$ cat src/hdl/crc16frx_pkg.sv
// ----------------------------------------------------------------------------
// crc16frx_pkg
// Shared types, codes and the byte-wide crc step for the frame receiver.
// ----------------------------------------------------------------------------
package crc16frx_pkg;

    // frame layout
    localparam int HEADER_BYTES = 4;
    localparam int CRC_BYTES    = 2;

    // byte kind codes
    localparam logic [1:0] KIND_HEADER  = 2'd0;
    localparam logic [1:0] KIND_PAYLOAD = 2'd1;
    localparam logic [1:0] KIND_CRC     = 2'd2;

    // configuration register indexes
    localparam logic REG_CRC_POLYNOMIAL = 1'b0;
    localparam logic REG_PAYLOAD_LENGTH = 1'b1;

    // register reset values
    localparam logic [15:0] POLY_RESET   = 16'h1021;
    localparam logic [8:0]  LENGTH_RESET = 9'd32;

    // one result item
    typedef struct packed {
        logic [1:0]  byte_kind;
        logic [7:0]  payload_byte;
        logic [7:0]  payload_index;
        logic        frame_end;
        logic        crc_ok;
        logic        header_ok;
        logic [1:0]  frame_opcode;
        logic [1:0]  length_code;
        logic        ack_flag;
        logic [10:0] pkt_number;
        logic [15:0] received_crc;
    } frx_result_t;

    // msb-first crc-16 over one byte, eight shift steps
    function automatic logic [15:0] crc_byte_step(
        input logic [15:0] crc,
        input logic [7:0]  data,
        input logic [15:0] poly
    );
        logic [15:0] c;
        c = crc ^ {data, 8'h00};
        for (int i = 0; i < 8; i++)
        begin
            if (c[15])
                c = {c[14:0], 1'b0} ^ poly;
            else
                c = {c[14:0], 1'b0};
        end
        return c;
    endfunction

endpackage

$ cat src/hdl/crc16_packet_frame_receiver_top.sv
// ----------------------------------------------------------------------------
// crc16_packet_frame_receiver_top
// Receives framed bytes, checks the crc-16 and header, streams the payload.
// ----------------------------------------------------------------------------
//  channel   direction  handshake              payload
//  input     in         in_valid / in_stall    rx_byte
//  output    out        out_valid / out_stall  byte_kind .. received_crc
//  config    in/out     apb psel/penable       paddr, pwdata, prdata
//
//  one byte is taken per cycle while in_stall is low; its result is registered
//  into a two-entry output buffer (result register plus skid) that decouples
//  the sides, so in_stall rises only when both entries hold results
//  the byte-wide crc update and the position compare set the cycle path
//  reset returns the frame position, crc and registers to their reset values
// ----------------------------------------------------------------------------
module crc16_packet_frame_receiver_top #(
    parameter int MAX_PAYLOAD = 256
) (
    input  logic        clk,
    input  logic        rst_n,
    // input channel
    input  logic        in_valid,
    output logic        in_stall,
    input  logic [7:0]  rx_byte,
    // output channel
    output logic        out_valid,
    input  logic        out_stall,
    output logic [1:0]  byte_kind,
    output logic [7:0]  payload_byte,
    output logic [7:0]  payload_index,
    output logic        frame_end,
    output logic        crc_ok,
    output logic        header_ok,
    output logic [1:0]  frame_opcode,
    output logic [1:0]  length_code,
    output logic        ack_flag,
    output logic [10:0] pkt_number,
    output logic [15:0] received_crc,
    // configuration port
    input  logic        psel,
    input  logic        penable,
    input  logic        pwrite,
    input  logic [2:0]  paddr,
    input  logic [31:0] pwdata,
    output logic [31:0] prdata,
    output logic        pready
);

    logic [15:0] poly_reg;
    logic [8:0]  len_reg;
    logic        reg_index;
    logic        cfg_write;

    crc16frx_pkg::frx_result_t core_result;
    crc16frx_pkg::frx_result_t head_reg, head_next;
    crc16frx_pkg::frx_result_t skid_reg, skid_next;
    logic head_valid_reg, head_valid_next;
    logic skid_valid_reg, skid_valid_next;
    logic push, pop;

    // configuration registers
    assign pready    = 1'b1;
    assign reg_index = paddr[2];
    assign cfg_write = psel && penable && pwrite && pready;

    always_ff @(posedge clk or negedge rst_n)
    begin
        if (!rst_n)
        begin
            poly_reg <= crc16frx_pkg::POLY_RESET;
            len_reg  <= crc16frx_pkg::LENGTH_RESET;
        end
        else if (cfg_write)
        begin
            unique case (reg_index)
                crc16frx_pkg::REG_CRC_POLYNOMIAL: poly_reg <= pwdata[15:0];
                crc16frx_pkg::REG_PAYLOAD_LENGTH: len_reg  <= pwdata[8:0];
                default:                          ;
            endcase
        end
    end

    // register read back
    always_comb
    begin
        unique case (reg_index)
            crc16frx_pkg::REG_CRC_POLYNOMIAL: prdata = {16'h0000, poly_reg};
            crc16frx_pkg::REG_PAYLOAD_LENGTH: prdata = {23'h0, len_reg};
            default:                          prdata = 32'h0;
        endcase
    end

    // per-byte frame logic
    assign in_stall = skid_valid_reg;
    assign push     = in_valid && !in_stall;
    assign pop      = head_valid_reg && !out_stall;

    crc16frx_core #(
        .MAX_PAYLOAD (MAX_PAYLOAD)
    ) u_core (
        .clk            (clk),
        .rst_n          (rst_n),
        .accept         (push),
        .rx_byte        (rx_byte),
        .crc_polynomial (poly_reg),
        .payload_length (len_reg),
        .result         (core_result)
    );

    // output buffer: head entry drives the port, skid takes overflow
    always_comb
    begin
        head_next       = head_reg;
        skid_next       = skid_reg;
        head_valid_next = head_valid_reg;
        skid_valid_next = skid_valid_reg;
        if (pop)
        begin
            if (skid_valid_reg)
            begin
                head_next       = skid_reg;
                skid_valid_next = 1'b0;
            end
            else if (push)
                head_next = core_result;
            else
                head_valid_next = 1'b0;
        end
        else if (push)
        begin
            if (head_valid_reg)
            begin
                skid_next       = core_result;
                skid_valid_next = 1'b1;
            end
            else
            begin
                head_next       = core_result;
                head_valid_next = 1'b1;
            end
        end
    end

    always_ff @(posedge clk or negedge rst_n)
    begin
        if (!rst_n)
        begin
            head_valid_reg <= 1'b0;
            skid_valid_reg <= 1'b0;
        end
        else
        begin
            head_valid_reg <= head_valid_next;
            skid_valid_reg <= skid_valid_next;
        end
    end

    always_ff @(posedge clk)
    begin
        head_reg <= head_next;
        skid_reg <= skid_next;
    end

    // result ports
    assign out_valid     = head_valid_reg;
    assign byte_kind     = head_reg.byte_kind;
    assign payload_byte  = head_reg.payload_byte;
    assign payload_index = head_reg.payload_index;
    assign frame_end     = head_reg.frame_end;
    assign crc_ok        = head_reg.crc_ok;
    assign header_ok     = head_reg.header_ok;
    assign frame_opcode  = head_reg.frame_opcode;
    assign length_code   = head_reg.length_code;
    assign ack_flag      = head_reg.ack_flag;
    assign pkt_number    = head_reg.pkt_number;
    assign received_crc  = head_reg.received_crc;

endmodule

$ cat src/hdl/crc16frx_core.sv
// ----------------------------------------------------------------------------
// crc16frx_core
// Frame position tracking, crc accumulation and header unpacking per byte.
// ----------------------------------------------------------------------------
module crc16frx_core #(
    parameter int MAX_PAYLOAD = 256
) (
    input  logic                       clk,
    input  logic                       rst_n,
    input  logic                       accept,
    input  logic [7:0]                 rx_byte,
    input  logic [15:0]                crc_polynomial,
    input  logic [8:0]                 payload_length,
    output crc16frx_pkg::frx_result_t  result
);

    localparam int POS_W =
        $clog2(crc16frx_pkg::HEADER_BYTES + MAX_PAYLOAD + crc16frx_pkg::CRC_BYTES);
    localparam logic [8:0] MAX_LEN = 9'(MAX_PAYLOAD);

    logic [POS_W-1:0] pos_reg, pos_next;
    logic [15:0]      crc_reg, crc_next;
    logic [31:0]      header_reg, header_next;
    logic [7:0]       crc_high_reg, crc_high_next;

    logic [8:0]       eff_len;
    logic [POS_W-1:0] crc_start;
    logic [15:0]      crc_upd;
    logic [15:0]      idx_wide;

    // clamp the payload length into range
    always_comb
    begin
        if (payload_length == 9'd0)
            eff_len = 9'd1;
        else if (payload_length > MAX_LEN)
            eff_len = MAX_LEN;
        else
            eff_len = payload_length;
    end

    assign crc_start = POS_W'(crc16frx_pkg::HEADER_BYTES) + POS_W'(eff_len);
    assign crc_upd   = crc16frx_pkg::crc_byte_step(crc_reg, rx_byte, crc_polynomial);
    assign idx_wide  = 16'(pos_reg) - 16'(crc16frx_pkg::HEADER_BYTES);

    // byte classification, next state and result
    always_comb
    begin
        pos_next      = pos_reg + POS_W'(1);
        crc_next      = crc_upd;
        header_next   = header_reg;
        crc_high_next = crc_high_reg;
        result        = '0;
        if (pos_reg < POS_W'(crc16frx_pkg::HEADER_BYTES))
        begin
            header_next      = {header_reg[23:0], rx_byte};
            result.byte_kind = crc16frx_pkg::KIND_HEADER;
        end
        else if (pos_reg < crc_start)
        begin
            result.byte_kind     = crc16frx_pkg::KIND_PAYLOAD;
            result.payload_byte  = rx_byte;
            result.payload_index = idx_wide[7:0];
        end
        else if (pos_reg == crc_start)
        begin
            result.byte_kind = crc16frx_pkg::KIND_CRC;
            crc_high_next    = rx_byte;
        end
        else
        begin
            // final crc byte: report header and status, restart the frame
            result.byte_kind     = crc16frx_pkg::KIND_CRC;
            result.frame_end     = 1'b1;
            result.crc_ok        = (crc_upd == 16'h0000);
            result.header_ok     = (~header_reg[31:16] == header_reg[15:0]);
            result.frame_opcode  = header_reg[31:30];
            result.length_code   = header_reg[29:28];
            result.ack_flag      = header_reg[27];
            result.pkt_number    = header_reg[26:16];
            result.received_crc  = {crc_high_reg, rx_byte};
            pos_next             = '0;
            crc_next             = 16'h0000;
        end
    end

    // frame state registers
    always_ff @(posedge clk or negedge rst_n)
    begin
        if (!rst_n)
        begin
            pos_reg      <= '0;
            crc_reg      <= 16'h0000;
            header_reg   <= 32'h0;
            crc_high_reg <= 8'h00;
        end
        else if (accept)
        begin
            pos_reg      <= pos_next;
            crc_reg      <= crc_next;
            header_reg   <= header_next;
            crc_high_reg <= crc_high_next;
        end
    end

endmodule

$ cat config.mk
export PLATFORM = sky130hd
export DESIGN_NAME = crc16_packet_frame_receiver_top
export DESIGN_NICKNAME = d
export VERILOG_FILES = /design/src/hdl/crc16frx_pkg.sv /design/src/hdl/crc16_packet_frame_receiver_top.sv /design/src/hdl/crc16frx_core.sv
export SDC_FILE = /design/constraint.sdc
export NUM_CORES = 1
export LEC_CHECK = 0
export ABC_AREA = 0
export ABC_CLOCK_PERIOD_IN_PS = 5250
export BUFFER_PORTS_ARGS = -buffer_cell sky130_fd_sc_hd__buf_2
export CORE_UTILIZATION = 35
export DETAILED_ROUTE_END_ITERATION = 7
export PLACE_DENSITY = 0.52
export SYNTH_ARGS = -nofsm -noshare
export SYNTH_HDL_FRONTEND = slang
export SYNTH_SLANG_ARGS = --single-unit
export TNS_END_PERCENT = 30
$ cat constraint.sdc
create_clock -name clk -period 5.25 [get_ports clk]
set_input_delay 1.05 -clock clk [delete_from_list [all_inputs] [get_ports clk]]
set_output_delay 1.05 -clock clk [all_outputs]
set_load 0.03 [all_outputs]
==> results.json <==
{
  "outcome": "complete, no violations",
  "netlist_top_cells_count": "nand2_1, mux2_2, edfxtp_1",
  "arrival_ps": 5370,
  "crit_fanout": 6,
  "die_y_um": 188.3,
  "seq_area_frac_synth_pct": 45.19,
  "synth_seq_cells": 198,
  "ff2ff_path_depth": 18,
  "crit_required_ps": 5550,
  "nFillCells": 3317,
  "whs_ps": 500.2,
  "hold_class": "flip-flop to flip-flop",
  "die_w_um": 188.3,
  "nets": 1403,
  "cts.htree.levels": 4,
  "cts_buffers": 17,
  "drive_above_1_share_pct": 34.39,
  "ioPinCount": 138,
  "multi_input_area_sq_um": 6357,
  "setup_tns_ps": 0,
  "drv_slew": 0,
  "cts_hold_buf": 0,
  "overflow": 0,
  "syn_to_final_growth_pct": 21.76,
  "routed_wl_mm": 31.88,
  "synth_top_family_by_area": "simple AND/OR/NAND/NOR gates",
  "syn_inst": 1131,
  "timing.fmax_mhz": 197.3,
  "coreArea_sq_um": 33870,
  "synth_edf_count": 106,
  "dr.pass1.iters": 7,
  "holdPathEnd": "u_core.crc_high_reg[0]$_DFFE_PN0P_",
  "rsz0062_at_grt": "false",
  "synth_top_area_share_pct": 26.20,
  "hold_path_depth": 1,
  "grt_max_degree": 54,
  "largest_reg_flops": 53,
  "route.detailed.wl_per_inst_um": 17.71,
  "setup_viol": 0,
  "finalClockSkew_ps": 18.41,
  "core.rowCount": 67,
  "synthMuxAreaShare_pct": 11.16,
  "num_antenna_cells": 0,
  "die-area_sq_um": 35460,
  "yosys.area.top_type": "edfxtp_1",
  "grt_pass1_wl_mm": 51.10,
  "drv_cap": 0,
  "dp_hpwl_mm": 23.22,
  "drtIter0Drc": 527,
  "finalCritPeriodShare_pct": 96.56,
  "synth_area_leaders": "edfxtp_1, dfrtp_1, mux2_2",
  "finalHoldViolCount": 0,
  "clkTransAtPathRegs_ps": 80,
  "viasPerCell": 5.126,
  "yosysUniqueCellTypes": 83,
  "synth_warnings": 0,
  "startpoint_type": "input port",
  "synthFlopType": "edfxtp_1",
  "synthMostInstantiatedCell": "nand2_1",
  "vias": 9226,
  "synth_xor_area_share_pct": 12.64,
  "ys_async_sr_fraction_pct": 46.46,
  "synthSimpleGateAreaFrac_pct": 13.89,
  "drc_errors": 0,
  "grt_util_all_layers_pct": 18.49,
  "ant_nets": 0,
  "hp-start": "u_core.crc_high_reg[0]$_DFFE_PN0P_",
  "synth-adder-area-share_pct": 1.442,
  "r2r-start": "u_core.crc_reg[15]$_DFFE_PN0P_",
  "post-route-min-period_ps": 5069,
  "synth_compound_area_share_pct": 11.74,
  "r2r-end": "crc_ok$_DFFE_PP_",
  "avgSynthCellArea_sq_um": 10.74,
  "cts_sinks": 198,
  "regArea_sq_um": 5490,
  "place_congestion": 0.8406,
  "synthesis.area_sq_um": 12150,
  "r2r_setup_slack_ps": 530,
  "critical_path_class": "input port to flip-flop",
  "slew_headroom_pct": 26.49,
  "antenna_found_initial": 1,
  "grt_pass1_vias": 8945,
  "crit_path_end_kind": "flip-flop",
  "clk_latency_ps": 460,
  "cts_tree": "built",
  "cts_max_path_buffers": 2,
  "start_util_pct": 35.88,
  "numPortBuffers": 102,
  "root_buffer": "clkbuf_16",
  "worst_slew_pin_slew_ps": 1100
}
critical path, cell delays in order:
cell,delay (ps)
buf_2,160
buf_4,160
xor2_2,130
buf_4,180
xnor2_2,210
xnor3_2,490
xor2_2,170
a221oi_1,70
buf_4,150
a311o_1,390
buf_4,200
a22oi_4,240
buf_4,180
nand2_1,90
xnor2_2,250
xnor2_1,120
or3_1,340
o221a_2,270
a211o_1,310
o31ai_2,210
kinds of logic after synthesis:
| logic type | after synthesis |
|---|---|
| and+or+nand+nor | 347 |
| adders and majority gates | 14 |
| buffers and inverters | 103 |
| DFF | 198 |
| xor gates and xnor gates | 151 |
| other | 2 |
| AOI/OAI and AO/OA | 195 |
| muxes | 121 |
stage by stage:
step	cell area, sq um	setup slack, ps	utilization, %	instances
after CTS	14690	91.71	43.37	1797
after global routing	14790	22.51	43.68	1800
after detailed placement	14060	-381.8	41.52	1765
after global placement	14060	-302.8	41.52	1765
final	14790	180.5	43.68	1800
after floorplan	12210	217.6	-	1146
cell type report:
type / instances / area share, %
Sequential cell: 198 / 37.11
Clock buffer: 17 / 2.876
Timing Repair Buffer: 256 / 11.37
Tap cell: 448 / 3.789
Multi-Input combinational cell: 845 / 42.97
Inverter: 21 / 0.5328
Clock inverter: 15 / 1.353
layout by cell type (no fill, tap or decap), types with 20 or more instances in the layout:
master and instances:
a21oi_1 21, and2_1 34, and3_1 23, buf_2 101, buf_4 154, dfrtp_1 88, edfxtp_1 106, inv_1 20
mux2_2 116, nand2_1 120, nand3_1 21, nor2_1 72, o21ai_0 55, xnor2_1 100, xor2_1 25
what timing repair did:
item | 4_1_cts | 5_1_grt
endpoints found under the setup margin | 0 | 2
hold endpoints to repair | 0 | 0
buffers inserted | 0 | 3
gates resized for setup | 0 | 14
routing by layer:
metal / global-route usage (%) / vias to the layer above / routed length, um
met1: 26.99 / 4508 / 15740
met2: 28.53 / 238 / 14330
met5: 0 / - / 0
li1: - / 4459 / -
met3: 2.850 / 21 / 1466
met4: 4.591 / 0 / 336
how the worst max path moves through the flow:
| stage | slack, ps | from | endpoint |
|---|---|---|---|
| after floorplan | 220 | rx_byte[7] | crc_ok$_DFFE_PP_ |
| after global placement | -300 | rx_byte[7] | crc_ok$_DFFE_PP_ |
| after detailed placement | -380 | rx_byte[7] | crc_ok$_DFFE_PP_ |
| after CTS | 90 | rx_byte[7] | crc_ok$_DFFE_PP_ |
| after global routing | 20 | rx_byte[7] | crc_ok$_DFFE_PP_ |
| final | 180 | rx_byte[7] | crc_ok$_DFFE_PP_ |
Power is left out: the tool's default activity adds up to more than one toggle a clock period on the data nets, which glitch-free logic cannot reach.
